**src/rtl/core/cpid_pkg.sv**
```systemverilog
package cpid_pkg;

  localparam int MaxWidth = 1024;
  localparam int MaxRow   = 4096;

  localparam int ColW    = 10;
  localparam int RowW    = 12;
  localparam int HeightW = 13;
  localparam int CfgW    = 12;

  typedef enum logic [2:0] {
    CmdNewImage    = 3'd0,
    CmdColumnStart = 3'd1,
    CmdDataByte    = 3'd2,
    CmdTableWrite  = 3'd3,
    CmdReport      = 3'd4
  } cmd_e;

  typedef enum logic [1:0] {
    RegMaskZero  = 2'd0,
    RegClipEn    = 2'd1,
    RegClipH     = 2'd2,
    RegTransEn   = 2'd3
  } reg_e;

  localparam logic KindPixel  = 1'b0;
  localparam logic KindReport = 1'b1;

endpackage

```
**src/rtl/core/cpid_if.sv**
```systemverilog
interface cpid_in_if;
  import cpid_pkg::*;
  logic                valid;
  logic                ready;
  logic [2:0]          command;
  logic [ColW-1:0]     column_index;
  logic [7:0]          data_byte;
  logic [7:0]          table_index;

  modport source (output valid, command, column_index, data_byte, table_index, input ready);
  modport sink   (input valid, command, column_index, data_byte, table_index, output ready);
endinterface

interface cpid_out_if;
  import cpid_pkg::*;
  logic                valid;
  logic                ready;
  logic                kind;
  logic [ColW-1:0]     pixel_column;
  logic [RowW-1:0]     pixel_row;
  logic [7:0]          color_index;
  logic                color_write;
  logic                alpha_opaque;
  logic [HeightW-1:0]  image_height;

  modport source (output valid, kind, pixel_column, pixel_row, color_index, color_write,
                  alpha_opaque, image_height, input ready);
  modport sink   (input valid, kind, pixel_column, pixel_row, color_index, color_write,
                  alpha_opaque, image_height, output ready);
endinterface

```
**src/rtl/core/column_post_image_decoder.sv**
```systemverilog
// Channel  Dir  Word
// in_i     in   command, column_index, data_byte, table_index
// out_o    out  kind, pixel_column, pixel_row, color_index, color_write,
//               alpha_opaque, image_height
// cfg      in   cfg_we_i, cfg_idx_i, cfg_data_i (write only)
//
// One input word per cycle. A result shows up on out_o the cycle after its
// input word is taken; the translation table is a synchronous RAM
// whose read data lands alongside the output register.
// Reset clears parse state, config registers and output valid; the table is not cleared.
// A stalled result holds the output register and stops input acceptance.
module column_post_image_decoder
  import cpid_pkg::*;
(
  input  logic              clk_i,
  input  logic              rst_ni,
  input  logic              cfg_we_i,
  input  logic [1:0]        cfg_idx_i,
  input  logic [CfgW-1:0]   cfg_data_i,
  cpid_in_if.sink           in_i,
  cpid_out_if.source        out_o
);

  typedef enum logic [2:0] {
    PhIdle, PhTop, PhLen, PhJunk1, PhPix, PhJunk2
  } phase_e;

  logic            mask_zero_q, clip_en_q, trans_en_q;
  logic [RowW-1:0] clip_h_q;

  phase_e              phase_q, phase_d;
  logic                top_neg_q, top_neg_d;
  logic [RowW-1:0]     top_q, top_d;
  logic [7:0]          pl_q, pl_d;
  logic [HeightW-1:0]  row_q, row_d;
  logic [ColW-1:0]     col_q, col_d;
  logic [HeightW-1:0]  maxb_q, maxb_d;

  logic                s1_valid_q, s1_valid_d;
  logic                s1_kind_q;
  logic [ColW-1:0]     s1_col_q;
  logic [RowW-1:0]     s1_row_q;
  logic [7:0]          s1_idx_q;
  logic [HeightW-1:0]  s1_height_q;

  logic [7:0] tbl_mem [256];
  logic [7:0] tbl_rdata_q;

  logic                accept, emit_pix, emit_rep, rd_en;
  logic [HeightW-1:0]  top_sum, len_sum;
  logic [7:0]          b;
  logic [7:0]          out_idx;

  assign in_i.ready = !s1_valid_q || out_o.ready;
  assign accept     = in_i.valid && in_i.ready;
  assign b          = in_i.data_byte;
  assign top_sum    = {1'b0, top_q} + HeightW'(b);
  assign len_sum    = {1'b0, top_q} + HeightW'(b);

  always_comb begin
    phase_d   = phase_q;
    top_neg_d = top_neg_q;
    top_d     = top_q;
    pl_d      = pl_q;
    row_d     = row_q;
    col_d     = col_q;
    maxb_d    = maxb_q;
    emit_pix  = 1'b0;
    emit_rep  = 1'b0;
    rd_en     = 1'b0;
    if (accept) begin
      case (in_i.command)
        CmdNewImage: begin
          maxb_d    = '0;
          phase_d   = PhIdle;
          top_neg_d = 1'b1;
          pl_d      = '0;
        end
        CmdColumnStart: begin
          top_neg_d = 1'b1;
          pl_d      = '0;
          if (32'(in_i.column_index) < MaxWidth) begin
            col_d   = in_i.column_index;
            phase_d = PhTop;
          end else begin
            phase_d = PhIdle;
          end
        end
        CmdDataByte: begin
          case (phase_q)
            PhTop: begin
              if (b == 8'hff) begin
                phase_d = PhIdle;
              end else begin
                if (!top_neg_q && ({4'd0, b} <= top_q)) begin
                  top_d = (32'(top_sum) > MaxRow - 1) ? RowW'(MaxRow - 1)
                                                      : top_sum[RowW-1:0];
                end else begin
                  top_d = RowW'(b);
                end
                top_neg_d = 1'b0;
                phase_d   = PhLen;
              end
            end
            PhLen: begin
              pl_d  = b;
              row_d = {1'b0, top_q};
              if (b != 8'd0 && len_sum > maxb_q) maxb_d = len_sum;
              phase_d = PhJunk1;
            end
            PhJunk1: begin
              phase_d = (pl_q != 8'd0) ? PhPix : PhJunk2;
            end
            PhPix: begin
              emit_pix = (32'(row_q) < MaxRow) &&
                         !(clip_en_q && row_q >= {1'b0, clip_h_q});
              rd_en    = emit_pix && trans_en_q;
              row_d    = row_q + HeightW'(1);
              pl_d     = pl_q - 8'd1;
              if (pl_q == 8'd1) phase_d = PhJunk2;
            end
            PhJunk2: phase_d = PhTop;
            default: ;
          endcase
        end
        CmdReport: emit_rep = 1'b1;
        default: ;
      endcase
    end
  end

  always_comb begin
    s1_valid_d = s1_valid_q;
    if (accept)            s1_valid_d = emit_pix || emit_rep;
    else if (out_o.ready)  s1_valid_d = 1'b0;
  end

  always_ff @(posedge clk_i or negedge rst_ni) begin
    if (!rst_ni) begin
      mask_zero_q <= 1'b0;
      clip_en_q   <= 1'b0;
      clip_h_q    <= '0;
      trans_en_q  <= 1'b0;
    end else if (cfg_we_i) begin
      case (cfg_idx_i)
        RegMaskZero: mask_zero_q <= cfg_data_i[0];
        RegClipEn:   clip_en_q   <= cfg_data_i[0];
        RegClipH:    clip_h_q    <= cfg_data_i[RowW-1:0];
        RegTransEn:  trans_en_q  <= cfg_data_i[0];
        default: ;
      endcase
    end
  end

  always_ff @(posedge clk_i or negedge rst_ni) begin
    if (!rst_ni) begin
      phase_q    <= PhIdle;
      top_neg_q  <= 1'b1;
      top_q      <= '0;
      pl_q       <= '0;
      row_q      <= '0;
      col_q      <= '0;
      maxb_q     <= '0;
      s1_valid_q <= 1'b0;
    end else begin
      phase_q    <= phase_d;
      top_neg_q  <= top_neg_d;
      top_q      <= top_d;
      pl_q       <= pl_d;
      row_q      <= row_d;
      col_q      <= col_d;
      maxb_q     <= maxb_d;
      s1_valid_q <= s1_valid_d;
    end
  end

  always_ff @(posedge clk_i) begin
    if (accept && (emit_pix || emit_rep)) begin
      s1_kind_q   <= emit_rep ? KindReport : KindPixel;
      s1_col_q    <= emit_rep ? '0 : col_q;
      s1_row_q    <= emit_rep ? '0 : row_q[RowW-1:0];
      s1_idx_q    <= emit_rep ? '0 : b;
      s1_height_q <= emit_rep ? maxb_q : '0;
    end
  end

  // translation table, one write and one read port
  always_ff @(posedge clk_i) begin
    if (accept && in_i.command == CmdTableWrite) tbl_mem[in_i.table_index] <= b;
  end

  always_ff @(posedge clk_i) begin
    if (rd_en) tbl_rdata_q <= tbl_mem[b];
  end

  always_comb begin
    out_idx = '0;
    if (s1_kind_q == KindPixel) out_idx = trans_en_q ? tbl_rdata_q : s1_idx_q;
  end

  assign out_o.valid        = s1_valid_q;
  assign out_o.kind         = s1_kind_q;
  assign out_o.pixel_column = s1_col_q;
  assign out_o.pixel_row    = s1_row_q;
  assign out_o.color_index  = out_idx;
  assign out_o.color_write  = (s1_kind_q == KindPixel) && (!mask_zero_q || out_idx != 8'd0);
  assign out_o.alpha_opaque = (s1_kind_q == KindPixel) && (!mask_zero_q || out_idx != 8'd0);
  assign out_o.image_height = s1_height_q;

  a_pix_has_left: assert property (@(posedge clk_i) disable iff (!rst_ni)
    phase_q == PhPix |-> pl_q != 8'd0) else $error("pixel phase with no pixels left");

  a_top_set: assert property (@(posedge clk_i) disable iff (!rst_ni)
    (phase_q == PhLen || phase_q == PhJunk1 || phase_q == PhPix) |-> !top_neg_q)
    else $error("post body without a running top");

  a_ready_free: assert property (@(posedge clk_i) disable iff (!rst_ni)
    !s1_valid_q |-> in_i.ready) else $error("input blocked with empty output stage");

  a_max_bottom: assert property (@(posedge clk_i) disable iff (!rst_ni)
    32'(maxb_q) <= MaxRow - 1 + 255) else $error("max bottom out of range");

endmodule

```
**src/flat_wrapper.sv**
```systemverilog
// flat-port wrapper written by rule: the top's interface ports become plain ports
module column_post_image_decoder_flat import cpid_pkg::*;
  (clk_i, rst_ni, cfg_we_i, cfg_idx_i, cfg_data_i, in_i_valid, in_i_command, in_i_column_index, in_i_data_byte, in_i_table_index, in_i_ready, out_o_valid, out_o_kind, out_o_pixel_column, out_o_pixel_row, out_o_color_index, out_o_color_write, out_o_alpha_opaque, out_o_image_height, out_o_ready);
  cpid_in_if in_i_i ();
  cpid_out_if out_o_i ();
  input  logic clk_i;
  input  logic rst_ni;
  input  logic cfg_we_i;
  input  logic [1:0] cfg_idx_i;
  input  logic [CfgW-1:0] cfg_data_i;
  input wire logic [$bits(in_i_i.valid)-1:0] in_i_valid;
  input wire logic [$bits(in_i_i.command)-1:0] in_i_command;
  input wire logic [$bits(in_i_i.column_index)-1:0] in_i_column_index;
  input wire logic [$bits(in_i_i.data_byte)-1:0] in_i_data_byte;
  input wire logic [$bits(in_i_i.table_index)-1:0] in_i_table_index;
  output wire logic [$bits(in_i_i.ready)-1:0] in_i_ready;
  output wire logic [$bits(out_o_i.valid)-1:0] out_o_valid;
  output wire logic [$bits(out_o_i.kind)-1:0] out_o_kind;
  output wire logic [$bits(out_o_i.pixel_column)-1:0] out_o_pixel_column;
  output wire logic [$bits(out_o_i.pixel_row)-1:0] out_o_pixel_row;
  output wire logic [$bits(out_o_i.color_index)-1:0] out_o_color_index;
  output wire logic [$bits(out_o_i.color_write)-1:0] out_o_color_write;
  output wire logic [$bits(out_o_i.alpha_opaque)-1:0] out_o_alpha_opaque;
  output wire logic [$bits(out_o_i.image_height)-1:0] out_o_image_height;
  input wire logic [$bits(out_o_i.ready)-1:0] out_o_ready;
  assign in_i_i.valid = in_i_valid;
  assign in_i_i.command = in_i_command;
  assign in_i_i.column_index = in_i_column_index;
  assign in_i_i.data_byte = in_i_data_byte;
  assign in_i_i.table_index = in_i_table_index;
  assign in_i_ready = in_i_i.ready;
  assign out_o_valid = out_o_i.valid;
  assign out_o_kind = out_o_i.kind;
  assign out_o_pixel_column = out_o_i.pixel_column;
  assign out_o_pixel_row = out_o_i.pixel_row;
  assign out_o_color_index = out_o_i.color_index;
  assign out_o_color_write = out_o_i.color_write;
  assign out_o_alpha_opaque = out_o_i.alpha_opaque;
  assign out_o_image_height = out_o_i.image_height;
  assign out_o_i.ready = out_o_ready;
  column_post_image_decoder u_core (.clk_i(clk_i), .rst_ni(rst_ni), .cfg_we_i(cfg_we_i), .cfg_idx_i(cfg_idx_i), .cfg_data_i(cfg_data_i), .in_i(in_i_i), .out_o(out_o_i));
endmodule
```
**config.mk**
```make
export PLATFORM = sky130hd
export DESIGN_NAME = column_post_image_decoder_flat
export DESIGN_NICKNAME = d
export VERILOG_FILES = /design/src/rtl/core/cpid_pkg.sv /design/src/rtl/core/cpid_if.sv /design/src/rtl/core/column_post_image_decoder.sv /design/src/flat_wrapper.sv
export SDC_FILE = /design/constraint.sdc
export NUM_CORES = 2
export LEC_CHECK = 0
export BUFFER_PORTS_ARGS = -buffer_cell sky130_fd_sc_hd__buf_2
export CAP_MARGIN = 20
export CORE_MARGIN = 2
export CORE_UTILIZATION = 40
export CTS_CLUSTER_DIAMETER = 120
export DETAILED_ROUTE_END_ITERATION = 6
export PLACE_DENSITY = 0.59
export SLEW_MARGIN = 20
export SYNTH_ARGS = -nofsm -noshare
export SYNTH_HDL_FRONTEND = slang
export SYNTH_SLANG_ARGS = --single-unit
```
**constraint.sdc**
```tcl
create_clock -name clk_i -period 4.49 [get_ports clk_i]
set_clock_uncertainty 0.05 [all_clocks]
set_input_delay 0.2245 -clock clk_i [delete_from_list [all_inputs] [get_ports clk_i]]
set_output_delay 0.2245 -clock clk_i [all_outputs]
set_load 0.005 [all_outputs]
```
Word-level counts from Yosys, hierarchy flattened
Memory sizes are Yosys's and may differ from the RTL's. A register that Yosys moved wholly into a read port is not among the register bits. Cells that the tools add are included.

$add $sub $neg: 3. Magnitude comparators: 5. Equality and inequality tests: 21. Mux-type cells: 31. Bitwise gates (word level): 2. Reduce and logical (&&, ||, !) cells: 38.

Operators by type and width (count): case mux 13 bit (2 select lines) (2); case mux 8 bit (2 select lines) (2); two-way mux 13 bit (2); two-way mux 12 bit (2); nonzero test 8 bit (3); two-way mux 1 bit (16); two-way mux 8 bit (2); AND reduction 4 bit (4); case mux 3 bit (5 select lines) (1); adder 12 x 8 -> 13 bit (1); adder 13 x 1 -> 13 bit (second input constant) (1); greater-or-equal comparator 13 x 12 -> 1 bit (1); greater-than comparator 13 x 12 -> 1 bit (second input constant) (1); greater-than comparator 13 bit (1); < comparator 13 bit (second input constant) (1); == test 3 x 2 -> 1 bit (second input constant) (4); less-or-equal comparator 8 x 12 -> 1 bit (1); AND reduction 2 bit (5); == test 3 bit (second input constant) (3); logical AND 1 bit (9); case mux 3 bit (3 select lines) (1); == test 8 x 1 -> 1 bit (second input constant) (1); == test 8 bit (second input constant) (1); nonzero test 2 bit (4); other kinds (19) (31).

Register bits after elaboration: 120. Bits in writable memories: 2048. Input bits: 48. Output and inout bits: 48. Memories kept: 1.

Memory list: u_core.tbl_mem (depth 256, width 8, rd ports 1, clocked after memory_dff 1, wr ports 1, RTL line column_post_image_decoder.sv:46) `logic [7:0] tbl_mem [256];`.

Longest topological paths before layout
Word-level depth: 9. Depth in mapped cells: 20. Depth with buffers taken out: 17.

Worst setup path before layout
OpenSTA, ideal clock, no wires.

Path type: input-to-reg. Start point: input port in_i_data_byte[1]. End point: register u_core.maxb_q[0]. Setup time: 0.096 ns. Arrival: 3.791 ns. Required time: 4.344 ns. Setup slack: 0.553 ns. Stages on the path: 18. Path buffers: 3. Cells stage by stage: buf_2 buf_2 inv_1 fa_1 o21bai_1 a2111oi_2 o21bai_1 a21o_1 nand3_1 xnor2_1 ha_1 a21o_1 a21oi_1 nor2b_1 o41ai_1 clkbuf_1 nand2_1 o31ai_1.

Cells in the longest elaborated chain, start to end: 5.

Ends and longest elaborated chain: start, declared (RTL line flat_wrapper.sv:14) `input wire logic [$bits(in_i_i.data_byte)-1:0] in_i_data_byte;`; adder 12 x 8 -> 13 bit (RTL line column_post_image_decoder.sv:58) `assign len_sum = {1'b0, top_q} + HeightW'(b);`; greater-than comparator 13 bit (RTL line column_post_image_decoder.sv:108) `if (b != 8'd0 && len_sum > maxb_q) maxb_d = len_sum;`; logical AND 1 bit (*) (RTL line column_post_image_decoder.sv:108); != test 2 x 1 -> 1 bit (no line) (*); AND reduction 4 bit (no line) (*); end signal, assigned (RTL line column_post_image_decoder.sv:172) `maxb_q <= maxb_d;`; end, declared (RTL line column_post_image_decoder.sv:37) `logic [HeightW-1:0] maxb_q, maxb_d;`.

Every way passes the cells marked *; elsewhere a longest branch is shown, timed or not. A chain may end at the register's enable or synchronous reset.

==> run metrics <==
status completed; GRT Residual Overflow 0; largest net degree at the start of global routing 199; Starting Density 0.402; die area 217,000 sq um; CP Max Fanout 172; layout cells sized above 1 0.261; r2r setup slk 0.24 ns; Place WS 0.103 ns; GRT Total Usage 0.193; height of the die 466 um; first-pass GRT wire length 304 mm; setup violators final 0; Pwr per Cell Area 442 nW/um^2; TritonRoute pass-1 iters 7; Synth cell types 62; slew margin rel. 0.221; Combinational Power Share 0.071; Yosys reg bits 2,176; sequential element share of the synthesized area 0.762; Port Buffer Count 95; ys async rst share 0.0349; routability congestion estimate 0.851; complex-gate fraction of the synthesized area 0.0435; Fmax 0.233 GHz; Post-Syn Area per Cell 20.3 sq um; via/cell ratio 5.67; Layout area overhead 15.1%; CTS Buffer Depth 3; DR DRC count 0; setup ws final 0.198 ns; Routed wire per std cell 27.9 um; final core utilization 0.463; CP Capture Type flop; P_int 33.7 mW; Slew @ Worst Pin 1.17 ns; setup TNS 0 ns; Worst EP required 4.98 ns; sw frac 0.223; worst hold path class in2reg; Setup Buffers After CTS 0; Post-Syn Nets 4,291; Cell Rows 169; Max-cap violations 0; critical path class in2reg; CTS buffer count 214; yosys warns 0; Adder-Cell Fraction of Synth Area 0.00670; total power draw 43.3 mW; RSZ-0062 raised after global routing false; Mapped Cells 4,198; LEAKAGE 31.2 nW; Tcrit/Tclk final 0.956; xor/xnor share of the synthesized area 0.00103; Clk pwr share 0.408; H-Tree Depth 4; simple-gate share of the synthesized area 0.0305; Filler cells 17.7k; I/O pin count 96; Root Driver clkbuf_16; post-route cell area 98,000 sq um; vias in the first global route 43.1k; max-slew violations 0; mux contribution to synthesized area 0.139; initial antenna violation count 12; worst skew pair latency 0.85 ns; die width 466 um; clk slew on worst S/H paths 0.06 ns; Final nets 4,680; post-DP HPWL 130 mm; Routed WL 212 mm; final hold violations 0; total core area 212,000 sq um; ANT nets after route 0; Cell Area, Synth 85,200 sq um; placed cell area 90,700 sq um; VDD IR-drop max 0.442 mV; via count 43.1k; clk sink count 2,176; ys flop type edfxtp_1; CP startpoint kind primary input; largest family of logic cells by synthesized area multiplexers; initial DRC count 4,722; WP data arrival 4.78 ns; sw power 9.66 mW; CTS tree yes; Post-synth EDFFs 2,100; sequential share of power 0.522; Tmin final 4.29 ns
## worst max-delay path, stage by stage
cell and delay [ns]:
dlygate4sd3_1 0.80, buf_8 0.19, buf_12 0.54, nor2b_4 0.38, buf_12 0.29, buf_4 0.22, a22oi_1 0.44, a21oi_1 0.16
nor2_1 0.28, o221ai_1 0.28, a22oi_1 0.54, o221ai_1 0.25
## registers in the layout (all words and copies together), names as in the netlist, 3 cells and up
signal                     flops
u_core.col_q                  10
u_core.s1_idx_q                8
u_core.maxb_q                 13
u_core.row_q                  13
u_core.out_o.pixel_row        12
u_core.phase_q                 3
u_core.tbl_mem              2048
u_core.clip_h_q               12
u_core.top_q                  12
u_core.tbl_rdata_q             8
u_core.out_o.image_height     13
u_core.pl_q                    8
u_core.out_o.pixel_column     10
## power groups by stage
stage               clock network, mW  logic (mW)  registers, mW
floorplan                           0        1.81           22.9
global placement                    0        3.00           23.0
detailed placement                  0        3.03           23.0
CTS                              18.0        3.08           22.6
global route                     18.7        3.31           22.6
finish                           17.7        3.07           22.6
## through the flow
stage / std cells / hold slack, ns
floorplan: 4198 / -0.121
global placement: 7148 / 0.161
detailed placement: 7148 / 0.157
CTS: 7589 / 0.0200
global route: 7591 / 0.0609
finish: 7592 / 0.0861
## final timing paths
path,startpoint,to,depth (start not counted)
min reg2reg,u_core.maxb_q[8],u_core.maxb_q[8],2
max reg2reg,u_core.top_q[1],u_core.maxb_q[1],17
max in group asynchronous,rst_ni,u_core.pl_q[6],4
min in group asynchronous,rst_ni,u_core.row_q[7],4
min,in_i_table_index[4],u_core.tbl_mem[251][3],4
max,in_i_data_byte[3],u_core.tbl_rdata_q[4],12
## Yosys cell counts, types with 3 or more instances
library cell	n	area share
edfxtp_1	2100	0.74
mux4_2	505	0.13
nor2_1	336	0.015
clkbuf_1	153	0.0067
a22oi_1	134	0.012
nand2_1	99	0.0044
a21oi_1	87	0.0051
dfrtp_1	75	0.022
a22o_1	67	0.0069
a221oi_1	62	0.0064
buf_2	56	0.0033
inv_1	54	0.0024
ha_1	44	0.0065
o21ai_0	38	0.0022
nand3_1	32	0.0019
and2_1	29	0.0021
o221ai_1	27	0.0028
mux2_2	26	0.0034
nor3_1	26	0.0015
and3_1	22	0.0016
mux2i_1	22	0.0026
o22ai_1	21	0.0015
buf_6	19	0.0025
nor2b_1	18	0.0013
o31ai_1	17	0.0015
buf_1	14	0.00062
a21o_1	10	0.00088
nand2b_1	10	0.00073
a32oi_1	9	0.00093
nand4_1	9	0.00066
buf_4	8	0.00070
xnor2_1	8	0.00082
a211oi_1	7	0.00062
o21a_1	6	0.00053
a31oi_1	4	0.00029
nor4_1	4	0.00029
o21bai_1	4	0.00035
nor3b_1	3	0.00026
or2_2	3	0.00022
## what timing repair did
item / CTS / global route
hold endpoints to repair: 293 / 0
hold buffers: 44 / 0
gates resized for setup: 0 / 4
setup endpoints to repair: 0 / 13
## kinds of logic (layout without fill, tap and decap cells)
group | after synthesis | in the layout
DFF | 2176 | 2176
other | 0 | 3
adders and majority gates | 45 | 45
AOI/OAI and AO/OA | 509 | 509
and+or+nand+nor | 599 | 599
buffers and inverters | 306 | 876
xor gates and xnor gates | 10 | 10
muxes | 553 | 553
## area by class of cell
class | count | area, sq um | share of cell area
sequential | 2176 | 65000 | 0.663
multi-input combinational | 1716 | 19000 | 0.194
clock buffer | 272 | 5690 | 0.0580
tap | 2821 | 3530 | 0.0360
timing repair buffer | 424 | 3460 | 0.0353
clock inverter | 125 | 1200 | 0.0122
inverter | 55 | 206 | 0.00211
antenna | 3 | 7.51 | 0.0000766
## layout by cell type, fill, tap and decap left out, types with 25 or more instances in the layout
cell type,synthesis,final
edfxtp_1,2100,2100
dlygate4sd3_1,0,43
a22o_1,67,67
a21oi_1,87,87
o21ai_0,38,38
buf_2,56,86
dfrtp_1,75,75
buf_4,8,261
buf_12,0,26
ha_1,44,44
a22oi_1,134,134
and2_1,29,28
nor2_1,336,335
o221ai_1,27,27
nand2_1,99,90
mux4_2,505,505
nand3_1,32,26
a221oi_1,62,62
inv_1,54,54
clkinv_1,0,48
clkbuf_1,153,51
mux2_2,26,26
clkinv_2,0,42
clkbuf_16,0,218
nor3_1,26,25
## routing by layer
layer  part of all wire  GRT usage  wire length, um  vias up
met2               0.48      0.307           102000     1603
met1               0.42      0.274            89200    22902
met3              0.072     0.0359            15300      313
li1                   -          -                -    18243
met5                  0          0                0        -
met4              0.025     0.0505             5230        0
Note: power is estimated with default switching activity, not from simulation.
